==> src/rtl/sffh_pkg.sv <==
// sffh_pkg: shared types, constants and register codes of the stereo frame fifo
// used by sffh_cfg, sffh_front, sffh_back and the top level; depends on nothing

package sffh_pkg;

    // default sizes, handed to the top level parameters
    localparam int QUEUE_FRAMES_DEF = 8192;
    localparam int CHUNK_FRAMES_DEF = 32;

    // fixed field widths
    localparam int SAMPLE_W   = 16;
    localparam int FRAME_W    = 2 * SAMPLE_W;
    localparam int COUNT_W    = 32;
    localparam int THR_W      = 13;
    localparam int APB_ADDR_W = 3;
    localparam int APB_DATA_W = 32;

    localparam logic [THR_W-1:0] PRIME_DEFAULT = THR_W'(4096);

    // command queue and output buffer sizes
    localparam int CMDQ_DEPTH = 2;
    localparam int OBUF_DEPTH = 4;

    // input action codes
    localparam logic ACT_PUSH = 1'b0;
    localparam logic ACT_POP  = 1'b1;

    // register index, taken from paddr[2]
    typedef enum logic {
        REG_ENABLE    = 1'b0,
        REG_PRIME_THR = 1'b1
    } t_reg_idx;

    typedef logic signed [SAMPLE_W-1:0] t_sample;

    // configuration seen by the datapath
    typedef struct packed {
        logic             enable;
        logic [THR_W-1:0] prime_thr;
        logic             clear;     // one-cycle pulse when the block is switched on
    } t_cfg;

    // classified command from the front to the back
    typedef struct packed {
        logic    is_pop;
        t_sample left;
        t_sample right;
    } t_cmd;

    // tag riding with a frame slot while the store read is in flight
    typedef struct packed {
        logic               fill;
        logic               last;
        logic               hold_upd;
        logic [COUNT_W-1:0] dropped;
        logic [COUNT_W-1:0] under;
    } t_ret_tag;

    // one emitted frame
    typedef struct packed {
        t_sample            left;
        t_sample            right;
        logic               filled;
        logic               last;
        logic [COUNT_W-1:0] dropped;
        logic [COUNT_W-1:0] under;
    } t_result;

    typedef enum logic {
        ST_IDLE,
        ST_STREAM
    } t_back_state;

endpackage

==> src/rtl/sffh_if.sv <==
// sffh_in_if and sffh_out_if: valid/ready channels of the stereo frame fifo
// plain interfaces with fixed field widths; no package dependency

interface sffh_in_if;
    logic               valid;
    logic               ready;
    logic               action;
    logic signed [15:0] left_in;
    logic signed [15:0] right_in;

    modport source (output valid, action, left_in, right_in, input ready);
    modport sink   (input valid, action, left_in, right_in, output ready);
endinterface


==> src/rtl/sffh_front.sv <==
// sffh_front: accepts input items, classifies them and queues commands for the back
// depends on sffh_pkg and sffh_in_if

module sffh_front (
    input  logic           i_clk,
    input  logic           i_rst_n,
    sffh_in_if.sink        i_in,
    input  sffh_pkg::t_cfg i_cfg,
    output sffh_pkg::t_cmd o_cmd,
    output logic           o_cmd_valid,
    input  logic           i_cmd_ready
);
    import sffh_pkg::*;

    localparam int QAW = $clog2(CMDQ_DEPTH);
    localparam int QCW = $clog2(CMDQ_DEPTH + 1);

    t_cmd           r_q [CMDQ_DEPTH];
    logic [QAW-1:0] r_wr, r_rd;
    logic [QCW-1:0] r_cnt, n_cnt;
    logic           accept;
    logic           enq;
    logic           deq;
    t_cmd           cmd_in;

    // classify: items taken while disabled are swallowed
    assign i_in.ready = (r_cnt != QCW'(CMDQ_DEPTH));
    assign accept     = i_in.valid & i_in.ready;
    assign enq        = accept & i_cfg.enable;
    assign deq        = o_cmd_valid & i_cmd_ready;

    assign cmd_in.is_pop = (i_in.action == ACT_POP);
    assign cmd_in.left   = i_in.left_in;
    assign cmd_in.right  = i_in.right_in;

    always_comb begin
        n_cnt = r_cnt;
        if (enq && !deq) begin
            n_cnt = r_cnt + QCW'(1);
        end else if (!enq && deq) begin
            n_cnt = r_cnt - QCW'(1);
        end
    end

    // queue pointers
    always_ff @(posedge i_clk) begin
        if (!i_rst_n) begin
            r_wr  <= '0;
            r_rd  <= '0;
            r_cnt <= '0;
        end else begin
            r_cnt <= n_cnt;
            if (enq) begin
                r_wr <= (r_wr == QAW'(CMDQ_DEPTH - 1)) ? '0 : r_wr + QAW'(1);
            end
            if (deq) begin
                r_rd <= (r_rd == QAW'(CMDQ_DEPTH - 1)) ? '0 : r_rd + QAW'(1);
            end
        end
    end

    // queue entries
    always_ff @(posedge i_clk) begin
        if (enq) begin
            r_q[r_wr] <= cmd_in;
        end
    end

    assign o_cmd       = r_q[r_rd];
    assign o_cmd_valid = (r_cnt != '0);

endmodule

==> src/flat_wrapper.sv <==
// flat-port wrapper written by rule: the top's interface ports become plain ports
module sffh_front_flat import sffh_pkg::*;
  (i_clk, i_rst_n, i_cfg, o_cmd, o_cmd_valid, i_cmd_ready, i_in_valid, i_in_action, i_in_left_in, i_in_right_in, i_in_ready);
  sffh_in_if i_in_i ();
  input  logic i_clk;
  input  logic i_rst_n;
  input  sffh_pkg::t_cfg i_cfg;
  output sffh_pkg::t_cmd o_cmd;
  output logic o_cmd_valid;
  input  logic i_cmd_ready;
  input wire logic [$bits(i_in_i.valid)-1:0] i_in_valid;
  input wire logic [$bits(i_in_i.action)-1:0] i_in_action;
  input wire logic [$bits(i_in_i.left_in)-1:0] i_in_left_in;
  input wire logic [$bits(i_in_i.right_in)-1:0] i_in_right_in;
  output wire logic [$bits(i_in_i.ready)-1:0] i_in_ready;
  assign i_in_i.valid = i_in_valid;
  assign i_in_i.action = i_in_action;
  assign i_in_i.left_in = i_in_left_in;
  assign i_in_i.right_in = i_in_right_in;
  assign i_in_ready = i_in_i.ready;
  sffh_front u_core (.i_clk(i_clk), .i_rst_n(i_rst_n), .i_in(i_in_i), .i_cfg(i_cfg), .o_cmd(o_cmd), .o_cmd_valid(o_cmd_valid), .i_cmd_ready(i_cmd_ready));
endmodule
==> config.mk <==
export PLATFORM = sky130hd
export DESIGN_NAME = sffh_front_flat
export DESIGN_NICKNAME = d
export VERILOG_FILES = /design/src/rtl/sffh_pkg.sv /design/src/rtl/sffh_if.sv /design/src/rtl/sffh_front.sv /design/src/flat_wrapper.sv
export SDC_FILE = /design/constraint.sdc
export NUM_CORES = 1
export LEC_CHECK = 0
export BUFFER_PORTS_ARGS = -buffer_cell sky130_fd_sc_hd__buf_4
export CAP_MARGIN = 20
export CORE_UTILIZATION = 45
export CTS_CLUSTER_DIAMETER = 100
export DETAILED_ROUTE_END_ITERATION = 10
export PLACE_DENSITY = 0.81
export SLEW_MARGIN = 40
export SYNTH_ARGS = -nofsm -noshare
export SYNTH_HDL_FRONTEND = slang
export SYNTH_SLANG_ARGS = --single-unit
==> constraint.sdc <==
create_clock -name i_clk -period 2.1 [get_ports i_clk]
set_clock_uncertainty 0.1 [all_clocks]
set_input_delay 0.105 -clock i_clk [delete_from_list [all_inputs] [get_ports i_clk]]
set_output_delay 0.105 -clock i_clk [all_outputs]
set_load 0.05 [all_outputs]
Yosys cells after proc, flatten, opt, wreduce, memory -nomap -nowiden
Memories as Yosys holds them, arrays and structs flattened. A register that Yosys moved wholly into a read port is not among the register bits.
Index checks and enable logic that the tools add are counted.
{ "classes": {"add_sub_neg": 4, "eq_ne": 1, "muxes": 8, "bitwise": 3, "reduce_logical": 6} }
{ "ops": {"columns": ["op", "n"], "rows": [
  ["1-bit 2-to-1 mux", 6],
  ["2-bit 2-to-1 mux", 2],
  ["2-bit nonzero test", 2],
  ["1-bit bitwise AND", 3],
  ["1-bit adder (second input constant)", 2],
  ["2-bit by 1-bit adder with 2-bit output (second input constant)", 1],
  ["1-bit logical AND", 2],
  ["1-bit zero test", 2],
  ["2-bit inequality test (second input constant)", 1],
  ["2-bit by 1-bit subtractor with 2-bit output (second input constant)", 1]
]} }
{ "totals": {"regBits": 4, "ram_bits": 66, "output_inout_bits": 35, "word_cells": 26, "memories": 1} }
{ "memory_table": {"columns": ["memory", "depth", "word_bits", "read_ports", "rd_ports_with_merged_regs", "wr", "line_no", "rtl"], "rows": [
  ["u_core.r_q", 2, 33, 1, 1, 1, "sffh_front.sv:18", "t_cmd r_q [CMDQ_DEPTH];"]
]} }

Logic depth before layout (Yosys ltp)
{ "depth": {"ltp_word": 7, "mapped_depth": 6} }

Worst setup path before layout
Ideal clock, no wire load.
{ "synth_timing": {"kind": "register to register", "startpoint": "register u_core.r_cnt[0]", "endpoint": "memory u_core.r_q[1][0] (netlist name), enable pin", "arrival_time_ns": 1.656, "t_required_ns": 1.607, "setup_slack_ns": -0.049, "stages_incl_launch_ff": 4, "path_buffers": 0, "period_less_slack_ns": 2.149, "path_cell_list": "dfxtp_1 > nand2b_4 > and3_1 > and2_1"} }
{ "synth_via": {"elab_chain_cells": 5} }
{ "synth_rtl": {"columns": ["element", "line_no", "rtl"], "rows": [
  ["start: declaration", "sffh_front.sv:20", "logic [QCW-1:0] r_cnt, n_cnt;"],
  ["start signal: assignment", "sffh_front.sv:52", "r_cnt <= n_cnt;"],
  ["2-bit inequality test", "sffh_front.sv:27", "assign i_in.ready = (r_cnt != QCW'(CMDQ_DEPTH));"],
  ["via i_in_ready", "flat_wrapper.sv:15", "output wire logic [$bits(i_in_i.ready)-1:0] i_in_ready;"],
  ["1-bit bitwise AND", "sffh_front.sv:28", "assign accept = i_in.valid & i_in.ready;"],
  ["1-bit bitwise AND", "sffh_front.sv:29", "assign enq = accept & i_cfg.enable;"],
  ["via u_core.enq", "sffh_front.sv:22", "logic enq;"],
  ["1-bit 2-to-1 mux", "sffh_front.sv:64", "if (enq) begin"],
  ["1-bit 2-to-1 mux (implied by the code)", "sffh_front.sv:65", "r_q[r_wr] <= cmd_in;"],
  ["end: declaration", "sffh_front.sv:18", null]
]} }
The timed path passes the listed nets, and every way through them passes these cells.

==> flow_summary.ini <==
[outcome]
status = complete, no violations

[floorplanning]
core_um2 = 5540
die_h_um = 78.3
num_rows = 27
die_area_um2 = 6130
dieWidth_um = 78.3
io_pins = 87
start_util_pct = 47.2

[hold_path]
hold_start = i_cfg[14]
hold_class = in -> reg

[critical_path]
worst_ep_arrival_time_ns = 1.57
path_buf_inv = 2
slowest_stage = mux2_2
worst_setup_path_start_kind = register
slowest_delay_ns = 0.39
crit_type = reg -> out
cp-end-kind = output port
cp_cell_sequence = buf_4 > mux2_2 > buf_4
crit_top_cell = buf_4
crit_required_ns = 1.89
reg2reg_from = u_core.r_cnt[0]
cp_max_fo = 25
path_delay_family = buffers and inverters

[synthesis]
synth_area_leaders = edfxtp_1 (76%), mux2_2 (14%), dfxtp_1 (3.8%)
synthCells = 128
synth.largest_area_cell = edfxtp_1
ys_ff_latch = 71
synth_cell_types = 19
syn-num-nets = 181
synth_top_area_share_pct = 75.7
yosysWarnings = 0
syn_area_um2 = 2620
ys_seq_area_share_pct = 79.5
synth_area_per_cell_um2 = 20.4

[clock_tree]
max-clock-path-buffers = 2
ctsHtreeMaxLevel = 3
cts_tree = built
cts.clk_slew.worst_paths_ns = 0.06
clk_latency_ns = 0.33
cts_root_buf = clkbuf_8
cts_buffers = 9
cts_sinks = 71
post_cts_buffers = 0

[place]
place.gp.congestion = 0.697
portBuffers = 72
dpl.cell_count = 272
dp_hpwl_um = 2920

[power]
p_leak_nw = 1.46
power_mw = 4.59
p_per_area_nw_per_um2 = 1200
irDropWorstVdd_v = 0.000850

[global_routing]
grt_pass1_vias = 1619
grt_max_degree = 34
grt_usage_pct = 17.7
gr-total-overflow = 0
grt_pass1_wl_um = 7800
antenna_found_initial = 0

[layout]
fin_cells = 323
nets = 299
areaGrowthSynthToFinish_pct = 46.7
layout-drive-gt1-share_pct = 50.2
n_antenna_cell = 0
utilization_pct = 69.3

[detailed_routing]
detail_route.first_pass.iterations = 4
wl_met2_um = 2610
wl_met3_um = 254
drt_iter0_drc = 64
drcViolationCount = 0
drtAntennaViolNets = 0
via_per_inst = 4.80
wire_per_inst_um = 15.3
vias = 1551
top_layer_used = met4
finalWirelength_um = 4950
m1WireLength_um = 1980

[timing]
clock.fmax_mhz = 564
holdWs_ns = 0.0154
fin_setup_tns_ns = 0
rsz0062_at_grt = no
period_needed_ns = 1.77
setup_viol_count_final = 0
post-route-period-util_pct = 84.4
final_max_slew_viol_count = 0
max-slew-margin-rel_pct = 76.8
hold_viol_final = 0
worstMarginPinSlew_ns = 0.347

[job]
cap_violations = 0
[cell families after synthesis]
family          after synthesis  synth area share, %
flops                        71                 79.5
simple gates                  9                 2.44
fa+ha+maj                     1                0.478
compound gates                5                 1.29
mux                          33                 14.2
buf+inv                       6                 1.05
xor+xnor                      3                 1.00
[Yosys cell counts, drive strengths merged]
| cell | count |
|---|---|
| o21ai | 2 |
| a31o | 1 |
| ha | 1 |
| mux2 | 33 |
| xor2 | 1 |
| or3 | 1 |
| edfxtp | 66 |
| nand2b | 1 |
| and3 | 1 |
| a21boi | 2 |
| nand4 | 1 |
| inv | 2 |
| buf | 4 |
| xnor2 | 2 |
| or2 | 1 |
| and2 | 4 |
| dfxtp | 5 |
[tightest hold or removal path: cells and delay by family]
family	cells	cell delay [ns]
compound gates	2	0.20
buf+inv	1	0.09
[report_power, final]
part	total, mW	internal (mW)	switching [mW]
registers	1.74	1.69	0.0546
logic	1.73	0.648	1.08
clock network	1.12	0.666	0.454
total	4.59	3.00	1.59
[area by class of cell]
cell class | instances | area [µm²]
clock buffers | 12 | 135
clock inverters | 4 | 70.1
fillers | 393 | 1700
inverters | 2 | 7.51
multi-input cells | 51 | 509
flip-flops and latches | 71 | 2080
well taps | 72 | 90.1
repair buffers | 111 | 946
[state kept, by name (all words and copies together), names as in the netlist, named ones only]
signal and cells:
u_core.r_q 66, u_core.r_cnt 2, u_core.r_rd 1, u_core.r_wr 1
[layer usage]
layer	global-route usage (%)	up-vias
met5	0	-
li1	-	733
met4	9.07	0
met2	31.2	59
met1	19.0	748
met3	5.47	11
[layout by cell type, fill, tap and decap left out, types with 3 or more instances in the layout]
cell type,synthesis,final
dlygate4sd3_1,0,35
edfxtp_1,66,66
and2_1,4,3
dfxtp_1,5,5
mux2_2,33,33
buf_4,0,74
clkbuf_1,0,3
clkbuf_8,0,9
[through the flow]
step	area, µm²	worst slack [ns]
after floorplan	2620	0.176
after CTS	3840	0.306
after detailed placement	3280	0.384
after global routing	3840	0.243
after global placement	3280	0.412
final	3840	0.327
[path summary, 6_finish.rpt]
check	endpoint	slack, ns	depth (start not counted)
max	o_cmd[18]	0.33	3
min	u_core.r_wr	0.02	3
max reg2reg	u_core.r_q[1][5]	0.38	4
min reg2reg	u_core.r_wr	0.48	3
[what timing repair did]
action	4_1_cts	5_1_grt
gates resized for setup	0	0
hold buffers	35	0
hold endpoints to repair	71	0
(Power assumes the default switching activity.)
