File: config.mk
export PLATFORM = sky130hd
export DESIGN_NAME = sffh_cfg
export DESIGN_NICKNAME = d
export VERILOG_FILES = /design/src/rtl/sffh_pkg.sv /design/src/rtl/sffh_cfg.sv
export SDC_FILE = /design/constraint.sdc
export NUM_CORES = 1
export LEC_CHECK = 0
export BUFFER_PORTS_ARGS = -buffer_cell sky130_fd_sc_hd__clkbuf_2
export CAP_MARGIN = 0
export CORE_MARGIN = 2
export CORE_UTILIZATION = 37
export DETAILED_ROUTE_END_ITERATION = 10
export HOLD_SLACK_MARGIN = 0.06
export MAX_ROUTING_LAYER = met4
export PLACE_DENSITY_LB_ADDON = 0.3
export SLEW_MARGIN = 10
export SYNTH_ARGS = -nofsm -noshare
export SYNTH_HDL_FRONTEND = slang
export SYNTH_SLANG_ARGS = --single-unit
File: constraint.sdc
create_clock -name i_clk -period 1.6 [get_ports i_clk]
set_clock_uncertainty 0.15 [all_clocks]
set_input_delay 0.08 -clock i_clk [delete_from_list [all_inputs] [get_ports i_clk]]
set_output_delay 0.08 -clock i_clk [all_outputs]
set_load 0.01 [all_outputs]
File: src/rtl/sffh_pkg.sv
// sffh_pkg: shared types, constants and register codes of the stereo frame fifo
// used by sffh_cfg, sffh_front, sffh_back and the top level; depends on nothing

package sffh_pkg;

    // default sizes, handed to the top level parameters
    localparam int QUEUE_FRAMES_DEF = 8192;
    localparam int CHUNK_FRAMES_DEF = 32;

    // fixed field widths
    localparam int SAMPLE_W   = 16;
    localparam int FRAME_W    = 2 * SAMPLE_W;
    localparam int COUNT_W    = 32;
    localparam int THR_W      = 13;
    localparam int APB_ADDR_W = 3;
    localparam int APB_DATA_W = 32;

    localparam logic [THR_W-1:0] PRIME_DEFAULT = THR_W'(4096);

    // command queue and output buffer sizes
    localparam int CMDQ_DEPTH = 2;
    localparam int OBUF_DEPTH = 4;

    // input action codes
    localparam logic ACT_PUSH = 1'b0;
    localparam logic ACT_POP  = 1'b1;

    // register index, taken from paddr[2]
    typedef enum logic {
        REG_ENABLE    = 1'b0,
        REG_PRIME_THR = 1'b1
    } t_reg_idx;

    typedef logic signed [SAMPLE_W-1:0] t_sample;

    // configuration seen by the datapath
    typedef struct packed {
        logic             enable;
        logic [THR_W-1:0] prime_thr;
        logic             clear;     // one-cycle pulse when the block is switched on
    } t_cfg;

    // classified command from the front to the back
    typedef struct packed {
        logic    is_pop;
        t_sample left;
        t_sample right;
    } t_cmd;

    // tag riding with a frame slot while the store read is in flight
    typedef struct packed {
        logic               fill;
        logic               last;
        logic               hold_upd;
        logic [COUNT_W-1:0] dropped;
        logic [COUNT_W-1:0] under;
    } t_ret_tag;

    // one emitted frame
    typedef struct packed {
        t_sample            left;
        t_sample            right;
        logic               filled;
        logic               last;
        logic [COUNT_W-1:0] dropped;
        logic [COUNT_W-1:0] under;
    } t_result;

    typedef enum logic {
        ST_IDLE,
        ST_STREAM
    } t_back_state;

endpackage

File: src/rtl/sffh_cfg.sv
// sffh_cfg: apb register file holding enable and prime threshold
// depends on sffh_pkg

module sffh_cfg (
    input  logic                              i_clk,
    input  logic                              i_rst_n,
    input  logic                              psel,
    input  logic                              penable,
    input  logic                              pwrite,
    input  logic [sffh_pkg::APB_ADDR_W-1:0]   paddr,
    input  logic [sffh_pkg::APB_DATA_W-1:0]   pwdata,
    output logic [sffh_pkg::APB_DATA_W-1:0]   prdata,
    output logic                              pready,
    output sffh_pkg::t_cfg                    o_cfg
);
    import sffh_pkg::*;

    logic             r_enable, n_enable;
    logic [THR_W-1:0] r_prime_thr, n_prime_thr;
    logic             wr_en;
    logic             clear;
    t_reg_idx         reg_idx;

    assign pready  = 1'b1;
    assign wr_en   = psel & penable & pwrite & pready;
    assign reg_idx = t_reg_idx'(paddr[2]);

    // register write decode
    always_comb begin
        n_enable    = r_enable;
        n_prime_thr = r_prime_thr;
        clear       = 1'b0;
        if (wr_en) begin
            unique case (reg_idx)
                REG_ENABLE: begin
                    n_enable = pwdata[0];
                    clear    = pwdata[0] & ~r_enable;
                end
                REG_PRIME_THR: begin
                    n_prime_thr = pwdata[THR_W-1:0];
                end
                default: ;
            endcase
        end
    end

    always_ff @(posedge i_clk) begin
        if (!i_rst_n) begin
            r_enable    <= 1'b0;
            r_prime_thr <= PRIME_DEFAULT;
        end else begin
            r_enable    <= n_enable;
            r_prime_thr <= n_prime_thr;
        end
    end

    // read mux
    always_comb begin
        unique case (reg_idx)
            REG_ENABLE:    prdata = APB_DATA_W'(r_enable);
            REG_PRIME_THR: prdata = APB_DATA_W'(r_prime_thr);
            default:       prdata = '0;
        endcase
    end

    assign o_cfg.enable    = r_enable;
    assign o_cfg.prime_thr = r_prime_thr;
    assign o_cfg.clear     = clear;

endmodule

Word-level counts from Yosys, hierarchy flattened
Index checks and enable logic that the tools add are counted.

storage, ports and cells
  register bits after elaboration = 14
  bits in latches = 0
  bits in writable memories = 0
  ROM bits = 0
  input port bits = 40
  output and inout port bits = 48
  word-level logic and storage cells = 12
  memories kept = 0

cells by class
  add/subtract/negate cells = 0
  multiply operators = 0
  div/mod/pow operators = 0
  order comparisons = 0
  equality and inequality tests = 0
  shifts and indexed selects = 0
  multiplexer cells = 3
  bitwise logic cells = 5
  reduce and logical (&&, ||, !) cells = 2

operators with widths
  kind              count
  $pmux 32 s2       1
  $reduce_and 2->1  2
  $and 1x1->1       3
  $mux 1            2
  $not 1->1         2

Depth between registers and ports, before layout
Gate-level depths: netlist (run 1).

  depth after elaboration = 4
  gate-level depth with buffers = 4
  mapped depth without buffers = 2

Worst setup path before layout (run 1)
OpenSTA, ideal clock, no wires.

  kind = input -> register
  from = input port pwrite
  to = register r_prime_thr[12]
  library setup time = 0.120 ns
  arrival = 0.630 ns
  data required time = 1.330 ns
  slack = 0.700 ns
  cell stages on the path = 4
  path buffers = 2
  path through = and4_1 -> buf_6 -> buf_12 -> mux2i_1

on the way
  word-level cells in the longest chain between the ends = 2

RTL lines
  element                            line            RTL
  start, declared                    sffh_cfg.sv:9   input logic pwrite,
  $and 1x1->1                        sffh_cfg.sv:25  assign wr_en = psel & penable & pwrite & pready;
  $reduce_and 2->1 (no source line)  -
  end signal, assigned               sffh_cfg.sv:53  r_prime_thr <= n_prime_thr;
  end, declared                      sffh_cfg.sv:19  logic [THR_W-1:0] r_prime_thr, n_prime_thr;

No other way between the ends.
A chain may end at the register's enable or synchronous reset.

==> metrics.cfg, run 1 <==
[die]
die_h_microns=52.31
num_io_pins=88
rows=17
coreArea_sq_um=2212
dieArea_sq_um=2736
die_x_microns=52.31
start_util_pct=39.03

[yosys]
ys_seq_area_share_pct=32.46
ys_async_sr_fraction_pct=0
synth_cell_types=16
synth_area_sq_um=863.3
ys_ff_latch=14
synth_edf_count=0
yosysWarnings=0
netlist_instances=101
syn_avg_cell_area_sq_um=8.548
synth_ff_type=dfxtp_1

[power_and_ir_drop]
powerDensity_nw_per_um2=632.3
p_seq_share_pct=48.2
internal_power_w=0.0005599
power.switching_w=0.0001893
power_switching_share_pct=25.26
ir_worst_vdd_mv=0.4306
clock_power_share_pct=33.5
leakage_nw=0.6015
power_frac_comb_pct=18.3

[clock_tree]
clock_latency_ns=0.27
cts_resized=0
cts_tree=built
h-tree-depth=1
cts.root.buffer_cell=clkbuf_4
cts_buffers=3
clockBufferDepth=2
cts.sinks=14
cts_setup_buffers=0
clk_pin_slew_ns=0.09

[placed_design]
dp.cells=166
gp_congestion=0.6209
port_buffers=46
place_area_sq_um=988.4
dp_hpwl_mm=1.253

[final_layout]
final_cells=186
fin_area_sq_um=1185
final_util_pct=53.56
nets=199
fillers=222
multi_input_area_sq_um=435.4
seq_area_sq_um=280.3
diodes=0
layout-drive-gt1-share_pct=34.18
area_growth_pct=37.25

[critical_path]
crit_path_end_kind=output pin
r2r_cells=2
ff2ff_setup_slack_ns=0.79
crit_fanout=2
cp.arrival_ns=1.27
start_kind=input port
reg2reg_to=r_enable
critical_path_class=input port to output pin
worstPathRequired_ns=1.37
r2r_start=r_enable

[global_routing]
grt-ovfl-total=0
grt_pass1_vias=626
grt_pass1_wl_mm=2.697
grt_use_total_pct=13.60
grt_max_degree=28
antenna_found_initial=0

[sta]
post-route-period-util_pct=93.57
rsz0062_at_grt=false
max_freq_mhz=667.9
period_needed_ns=1.497
hold_viol=0
setup_violations=0
holdWs_ns=0.2120
final.setup.tns_ns=0
slew_viol_final=0

[detailed_routing]
wire_per_inst_microns=9.909
first_iter_violations=3
viasPerCell=4.172
first_pass_iters=3
ant_nets=0
drc=0
routed_wl_mm=1.843
num_vias=776

[run]
maxCapViolCount=0

[min_path]
hp-class=input port to flop
min_to=r_prime_thr[11]
hp-start=i_rst_n
hold_depth=3

[status]
status=finished, final reports clean

[timing repair]
item,CTS,global route
endpoints found under the hold margin,14,1
setup endpoints to repair,0,1
hold buffers,15,2
[critical path, cell delays in order]
cell           delay (ns)
dlygate4sd3_1        0.54
clkbuf_2             0.12
nand4b_1             0.14
nor3b_1              0.22
clkbuf_2             0.16
[metrics by stage]
stage / total power, W / setup slack, ns
floorplan: 0.0004757 / 0.7005
finish: 0.0007492 / 0.1028
CTS: 0.0007574 / 0.07158
detailed placement: 0.0004758 / 0.3162
global placement: 0.0004724 / 0.3825
global route: 0.0007935 / 0.02508
[sequential cells by signal (all words and copies together), names as in the netlist]
signal and count:
r_enable 1, r_prime_thr 13
[layer usage]
| layer | vias to the layer above | part of all wire [%] | wire length [microns] | global-route usage (%) |
|---|---|---|---|---|
| met5 | - | 0 | 0 | - |
| met4 | 0 | 0.81 | 15 | 6.410 |
| met3 | 2 | 9.4 | 173 | 2.571 |
| met2 | 42 | 49 | 897 | 22.92 |
| met1 | 345 | 41 | 756 | 15.45 |
| li1 | 387 | - | - | - |
[how the worst max path moves through the flow]
| stage | start | endpoint | slack (ns) | cells past startpoint |
|---|---|---|---|---|
| finish | penable | o_cfg[0] | 0.10 | 5 |
| global route | penable | o_cfg[0] | 0.03 | 5 |
| CTS | penable | r_enable | 0.07 | 5 |
| detailed placement | paddr[2] | r_prime_thr[2] | 0.32 | 4 |
| global placement | paddr[2] | r_prime_thr[12] | 0.38 | 4 |
| floorplan | pwrite | r_prime_thr[12] | 0.70 | 4 |
[layout by cell type, fill, tap and decap left out]
cell,count
and2_1,10
and4_1,1
clkbuf_2,46
nand2_1,25
nand4b_1,1
conb_1,20
and2_2,2
buf_4,1
nor2b_1,2
clkbuf_8,1
nor3b_1,1
dfxtp_1,14
clkbuf_4,3
mux2i_1,14
dlygate4sd3_1,16
mux2_2,1
[area by class of cell]
type / instances / share of cell area [%]
timing repair buffer: 63 / 33.58
tap: 28 / 2.957
multi-input combinational: 77 / 36.75
clock buffer: 4 / 3.062
sequential: 14 / 23.65
[logic make-up (layout without fill, tap and decap cells)]
logic type,count (synthesis),count (layout),synth area share [%]
buf+inv,28,67,24.93
flops,14,14,32.46
mux,15,15,17.54
other cells,2,20,0.8699
simple gates,42,42,24.20
[cells in the mapped netlist (2+ instances only)]
cell type	n	area [sq um]
and2_1	10	62.56
and2_2	2	15.01
buf_2	3	15.01
buf_4	22	165.2
conb_1	2	7.510
dfxtp_1	14	280.3
mux2i_1	14	140.1
nand2_1	25	93.84
nor2b_1	2	12.51
[power by group through the flow]
stage,Clock (W),Combinational [W],Sequential (W)
after floorplan,0,0.000104,0.000372
after global placement,0,0.000104,0.000369
after detailed placement,0,0.000107,0.000369
after CTS,0.000262,0.000134,0.000361
after global routing,0.000278,0.000153,0.000363
final,0.000251,0.000137,0.000361
Note: power is estimated with default switching activity, not from simulation.
==> inputs of run 2 (changes only) <==
CTS_CLUSTER_SIZE = 10   (was not set)
HOLD_SLACK_MARGIN = 0.05   (was 0.06)
PLACE_DENSITY = 0.91   (was not set)
PLACE_DENSITY_LB_ADDON = not set   (was 0.3)
==> metrics.cfg, run 2 (same netlist as run 1, synthesis figures left out) <==
[status]
status=finished, final reports clean

[sta]
final.setup.tns_ns=0  ; unchanged
rsz0062_at_grt=false
holdWs_ns=0.2057  ; -0.006288 ns
setup_violations=0  ; unchanged
post-route-period-util_pct=87.99  ; -5.6 points
slew_viol_final=0  ; unchanged
max_freq_mhz=710.3  ; +6.3%
hold_viol=0  ; unchanged
period_needed_ns=1.408  ; -0.08928 ns

[power_and_ir_drop]
ir_worst_vdd_mv=0.3210  ; -25%
leakage_nw=0.5886  ; -2.1%
powerDensity_nw_per_um2=590.6  ; -6.6%
power_frac_comb_pct=19.4  ; +1.1 points
p_seq_share_pct=53.1  ; +4.9 points
power.switching_w=0.0001752  ; -7.4%
clock_power_share_pct=27.4  ; -6.1 points
internal_power_w=0.0005046  ; -9.9%
power_switching_share_pct=25.78  ; +0.51 points

[detailed_routing]
wire_per_inst_microns=9.716  ; -1.9%
viasPerCell=4.142  ; -0.72%
first_pass_iters=1  ; -2
drc=0  ; unchanged
ant_nets=0  ; unchanged
num_vias=758  ; -2.3%
routed_wl_mm=1.778  ; -3.5%
first_iter_violations=0  ; -3

[final_layout]
fin_area_sq_um=1151  ; -2.9%
largest-register=r_prime_thr
final_common_cell=clkbuf_2
top_regs=r_prime_thr (13), r_enable (1)
largest_register_ffs=13  ; unchanged
nets=197  ; -1.0%
fillers=220  ; -0.90%
area_growth_pct=33.33
mostFrequentLayoutCells=46 x clkbuf_2, 25 x nand2_1, 20 x conb_1
final_cells=183  ; -1.6%
diodes=0  ; unchanged
layout-drive-gt1-share_pct=34.19  ; about the same

[clock_tree]
cts.root.buffer_cell=clkbuf_4
cts.sinks=14  ; unchanged
cts_buffers=3  ; unchanged
clock_latency_ns=0.26  ; about the same
cts_tree=built
h-tree-depth=1  ; unchanged
clockBufferDepth=2  ; unchanged
cts_resized=0  ; unchanged
clk_pin_slew_ns=0.08  ; about the same

[die]
dieArea_sq_um=2736  ; unchanged
start_util_pct=39.03  ; unchanged
coreArea_sq_um=2212  ; unchanged
rows=17  ; unchanged
die_h_microns=52.31  ; unchanged
num_io_pins=88  ; unchanged
die_x_microns=52.31  ; unchanged

[global_routing]
grt_pass1_wl_mm=2.766  ; +2.6%
antenna_found_initial=0  ; unchanged
grt_pass1_vias=671  ; +7.2%
grt_max_degree=28  ; unchanged
grt_use_total_pct=14.27  ; +0.67 points
grt-ovfl-total=0  ; unchanged

[placed_design]
dp.cells=166  ; unchanged
port_buffers=46  ; unchanged
dp_hpwl_mm=1.212  ; -3.2%
gp_congestion=0.6230  ; +0.34%
place_area_sq_um=988.4  ; unchanged

[critical_path]
cp.arrival_ns=1.41  ; +0.14 ns
worstPathRequired_ns=1.61  ; +0.24 ns
crit_path_end=r_enable
ff2ff_setup_slack_ns=0.27  ; -0.52 ns
crit_start=pwdata[0]
crit_fanout=2  ; unchanged
critPathMostFrequentCell=dlygate4sd3_1
start_kind=input port
critPathMaxStageDelay_ns=0.56  ; +0.02 ns
cpMaxStageDelayCell=dlygate4sd3_1
reg2reg_to=r_enable
r2r_start=r_enable
r2r_cells=3  ; +1
critical_path_class=input port to flop
crit_path_cell_trace=dlygate4sd3_1 > clkbuf_2 > nand2_1 > mux2i_1 > dlygate4sd3_1
crit_path_end_kind=flop

[run]
maxCapViolCount=0  ; unchanged

[min_path]
hp-class=input port to flop

-- run 2: metrics by stage --
stage	util (%)	setup WS [ns]	power (W)
global route	52.04	0.1520	0.0007282
detailed placement	44.68	0.3661	0.0004750
finish	52.04	0.1921	0.0006799
global placement	44.68	0.3665	0.0004728
CTS	52.04	0.2132	0.0006936
floorplan	-	0.7005	0.0004757
-- run 2: power groups by stage --
stage	logic (W)	clock network [W]	registers (W)
after floorplan	0.000104	0	0.000372
after global placement	0.000104	0	0.000369
after detailed placement	0.000106	0	0.000370
after CTS	0.000131	0.000201	0.000361
after global routing	0.000147	0.000219	0.000363
final	0.000132	0.000187	0.000361
-- run 2: how the worst min path moves through the flow --
stage                      endpoint  cells after the start  slack [ns]        from
floorplan           r_prime_thr[10]                      2        0.07  pwdata[10]
global placement     r_prime_thr[8]                      3        0.16   pwdata[8]
detailed placement  r_prime_thr[10]                      3        0.17  pwdata[10]
CTS                 r_prime_thr[10]                      3        0.20     i_rst_n
global route         r_prime_thr[6]                      3        0.24     i_rst_n
finish              r_prime_thr[11]                      3        0.21     i_rst_n
-- run 2: worst max-delay path, delay by kind of cell --
family	cells	cell delay, ns
buffers and inverters	3	1.20
AND/OR/NAND/NOR	1	0.07
multiplexers	1	0.07
-- run 2: timing repair --
action	4_1_cts	5_1_grt
endpoints found under the setup margin	0	0
setup buffers	0	0
endpoints found under the hold margin	14	0
hold buffers	14	0
-- run 2: layout make-up --
class / instances / area [sq um] / area share (%)
clock buffers: 3 / 22.52 / 1.957
multi-input cells: 77 / 435.4 / 37.83
flip-flops and latches: 14 / 280.3 / 24.35
well taps: 28 / 35.03 / 3.043
repair buffers: 61 / 377.9 / 32.83
-- run 2: metal layers --
layer	wire (microns)	up-vias	GRT usage [%]
met3	136	0	6.000
met2	905	39	26.25
li1	-	387	-
met4	0	0	3.846
met1	737	332	13.54
met5	0	-	-
==> inputs of run 3 (changes only) <==
CELL_PAD_IN_SITES_DETAIL_PLACEMENT = 2   (was not set)
CELL_PAD_IN_SITES_GLOBAL_PLACEMENT = 2   (was not set)
CORE_UTILIZATION = 18   (was 37)
CTS_BUF_LIST = sky130_fd_sc_hd__clkbuf_4 sky130_fd_sc_hd__clkbuf_8 sky130_fd_sc_hd__clkbuf_16   (was not set)
PLACE_DENSITY = 0.93   (was 0.91)
==> metrics.cfg, run 3 (same netlist as run 1, synthesis figures left out) <==
[global_routing]
grt_use_total_pct=9.174  ; -5.1 points
grt_max_degree=28  ; unchanged
grt-ovfl-total=0  ; unchanged
antenna_found_initial=0  ; unchanged
grt_pass1_vias=800  ; +19%
grt_pass1_wl_mm=3.726  ; +35%

[placed_design]
gp_congestion=0.6468  ; +3.8%
dp_hpwl_mm=1.745  ; +44%
dp.cells=192  ; +16%
port_buffers=46  ; unchanged

[final_layout]
layout-drive-gt1-share_pct=34.62  ; +0.42 points
nets=197  ; unchanged
final_cells=210  ; +15%
diodes=0  ; unchanged
fillers=550  ; +150%
seq_area_sq_um=280.3  ; unchanged
largest-register=r_prime_thr
top_regs=r_prime_thr (13), r_enable (1)
multi_input_area_sq_um=435.4  ; unchanged
final_common_cell=clkbuf_2
largest_register_ffs=13  ; unchanged
area_growth_pct=40.87
mostFrequentLayoutCells=46 x clkbuf_2, 25 x nand2_1, 20 x conb_1

[sta]
rsz0062_at_grt=false
slew_viol_final=0  ; unchanged
period_needed_ns=1.510  ; +0.1020 ns
hold_viol=0  ; unchanged
setup_violations=0  ; unchanged
final.setup.tns_ns=0  ; unchanged
post-route-period-util_pct=94.37  ; +6.4 points
max_freq_mhz=662.3  ; -6.8%

[die]
start_util_pct=18.52  ; -21 points
rows=25  ; +8
dieArea_sq_um=5366  ; +96%
die_x_microns=73.26  ; +40%
num_io_pins=88  ; unchanged
die_h_microns=73.26  ; +40%
coreArea_sq_um=4661  ; +110%

[min_path]
hp-class=input port to flop

[critical_path]
cpMaxStageDelayCell=dlygate4sd3_1
r2r_start=r_enable
reg2reg_to=r_enable
start_kind=input port
cp.arrival_ns=1.54  ; +0.13 ns
crit_family=buffers and inverters
critPathMaxStageDelay_ns=0.57  ; about the same
ff2ff_setup_slack_ns=0.24  ; -0.03 ns
r2r_cells=3  ; unchanged
crit_path_cell_trace=dlygate4sd3_1 > clkbuf_2 > nand2_1 > mux2i_1 > dlygate4sd3_1
critPathMostFrequentCell=dlygate4sd3_1
crit_fanout=2  ; unchanged
path_buf_inv=3  ; unchanged
cp_num_cells=5  ; unchanged
worstPathRequired_ns=1.63  ; +0.02 ns
crit_path_end_kind=flop
crit_start=pwdata[0]
crit_path_end=r_enable
critical_path_class=input port to flop

[detailed_routing]
drc=0  ; unchanged
wire_per_inst_microns=11.64  ; +20%
first_pass_iters=2  ; +1
ant_nets=0  ; unchanged
routed_wl_mm=2.445  ; +38%
first_iter_violations=11  ; +11
num_vias=783  ; +3.3%
viasPerCell=3.729  ; -10%

[clock_tree]
clock_latency_ns=0.24  ; -0.02 ns
h-tree-depth=1  ; unchanged
cts_resized=0  ; unchanged
clockBufferDepth=2  ; unchanged
cts_tree=built
cts.root.buffer_cell=clkbuf_8
cts.sinks=14  ; unchanged
cts_buffers=3  ; unchanged
clk_pin_slew_ns=0.06  ; -0.02 ns

[power_and_ir_drop]
ir_worst_vdd_mv=0.1751  ; -45%
powerDensity_nw_per_um2=687.9  ; +16%
leakage_nw=0.6035  ; +2.5%

[run]
maxCapViolCount=0  ; unchanged

[status]
status=finished, final reports clean

run 3: stage by stage:
stage	power [W]	setup WS, ns	hold slack, ns	util, %	cell area [sq um]
2_1_floorplan	0.0004757	0.7005	0.07212	-	930.9
3_3_place_gp	0.0004743	0.3817	0.1609	21.91	1021
3_5_place_dp	0.0004796	0.3147	0.1725	21.91	1021
4_1_cts	0.0008542	0.1683	0.2824	26.09	1216
5_1_grt	0.0008883	0.03860	0.3426	26.09	1216
6_report	0.0008366	0.09009	0.2567	26.09	1216
run 3: worst min path at each step:
stage	startpoint	to	cells past startpoint
floorplan	pwdata[10]	r_prime_thr[10]	2
global placement	pwdata[3]	r_prime_thr[3]	3
detailed placement	pwdata[4]	r_prime_thr[4]	3
CTS	i_rst_n	r_prime_thr[4]	3
global route	i_rst_n	r_prime_thr[3]	3
finish	i_rst_n	r_prime_thr[2]	3
run 3: final cells by class:
class,instances,area share [%]
flip-flops and latches,14,23.05
well taps,54,5.556
multi-input cells,77,35.80
repair buffers,61,31.07
clock buffers,4,4.527
run 3: layer usage:
layer  vias up  part of all wire [%]  wire length, microns  track usage, %
met3         2                   5.6                   138          0.8230
met4         0                  0.98                    24           4.321
met5         -                     0                     0               -
li1        382                     -                     -               -
met1       364                    34                   837           8.514
met2        35                    59                  1444           18.42
run 3: worst min-delay path: stages:
cell	delay (ns)
clkbuf_2	0.31
nand2_1	0.15
mux2i_1	0.05
run 3: timing repair:
action,4_1_cts,5_1_grt
buffers inserted,0,0
hold endpoints to repair,14,0
hold buffers,14,0
run 3: power breakdown:
part,leakage [nW],internal (W),switching (W)
combinational,0.461,0.0000619,0.0000742
clock,0.0288,0.000217,0.000121
sequential,0.113,0.000357,0.00000538
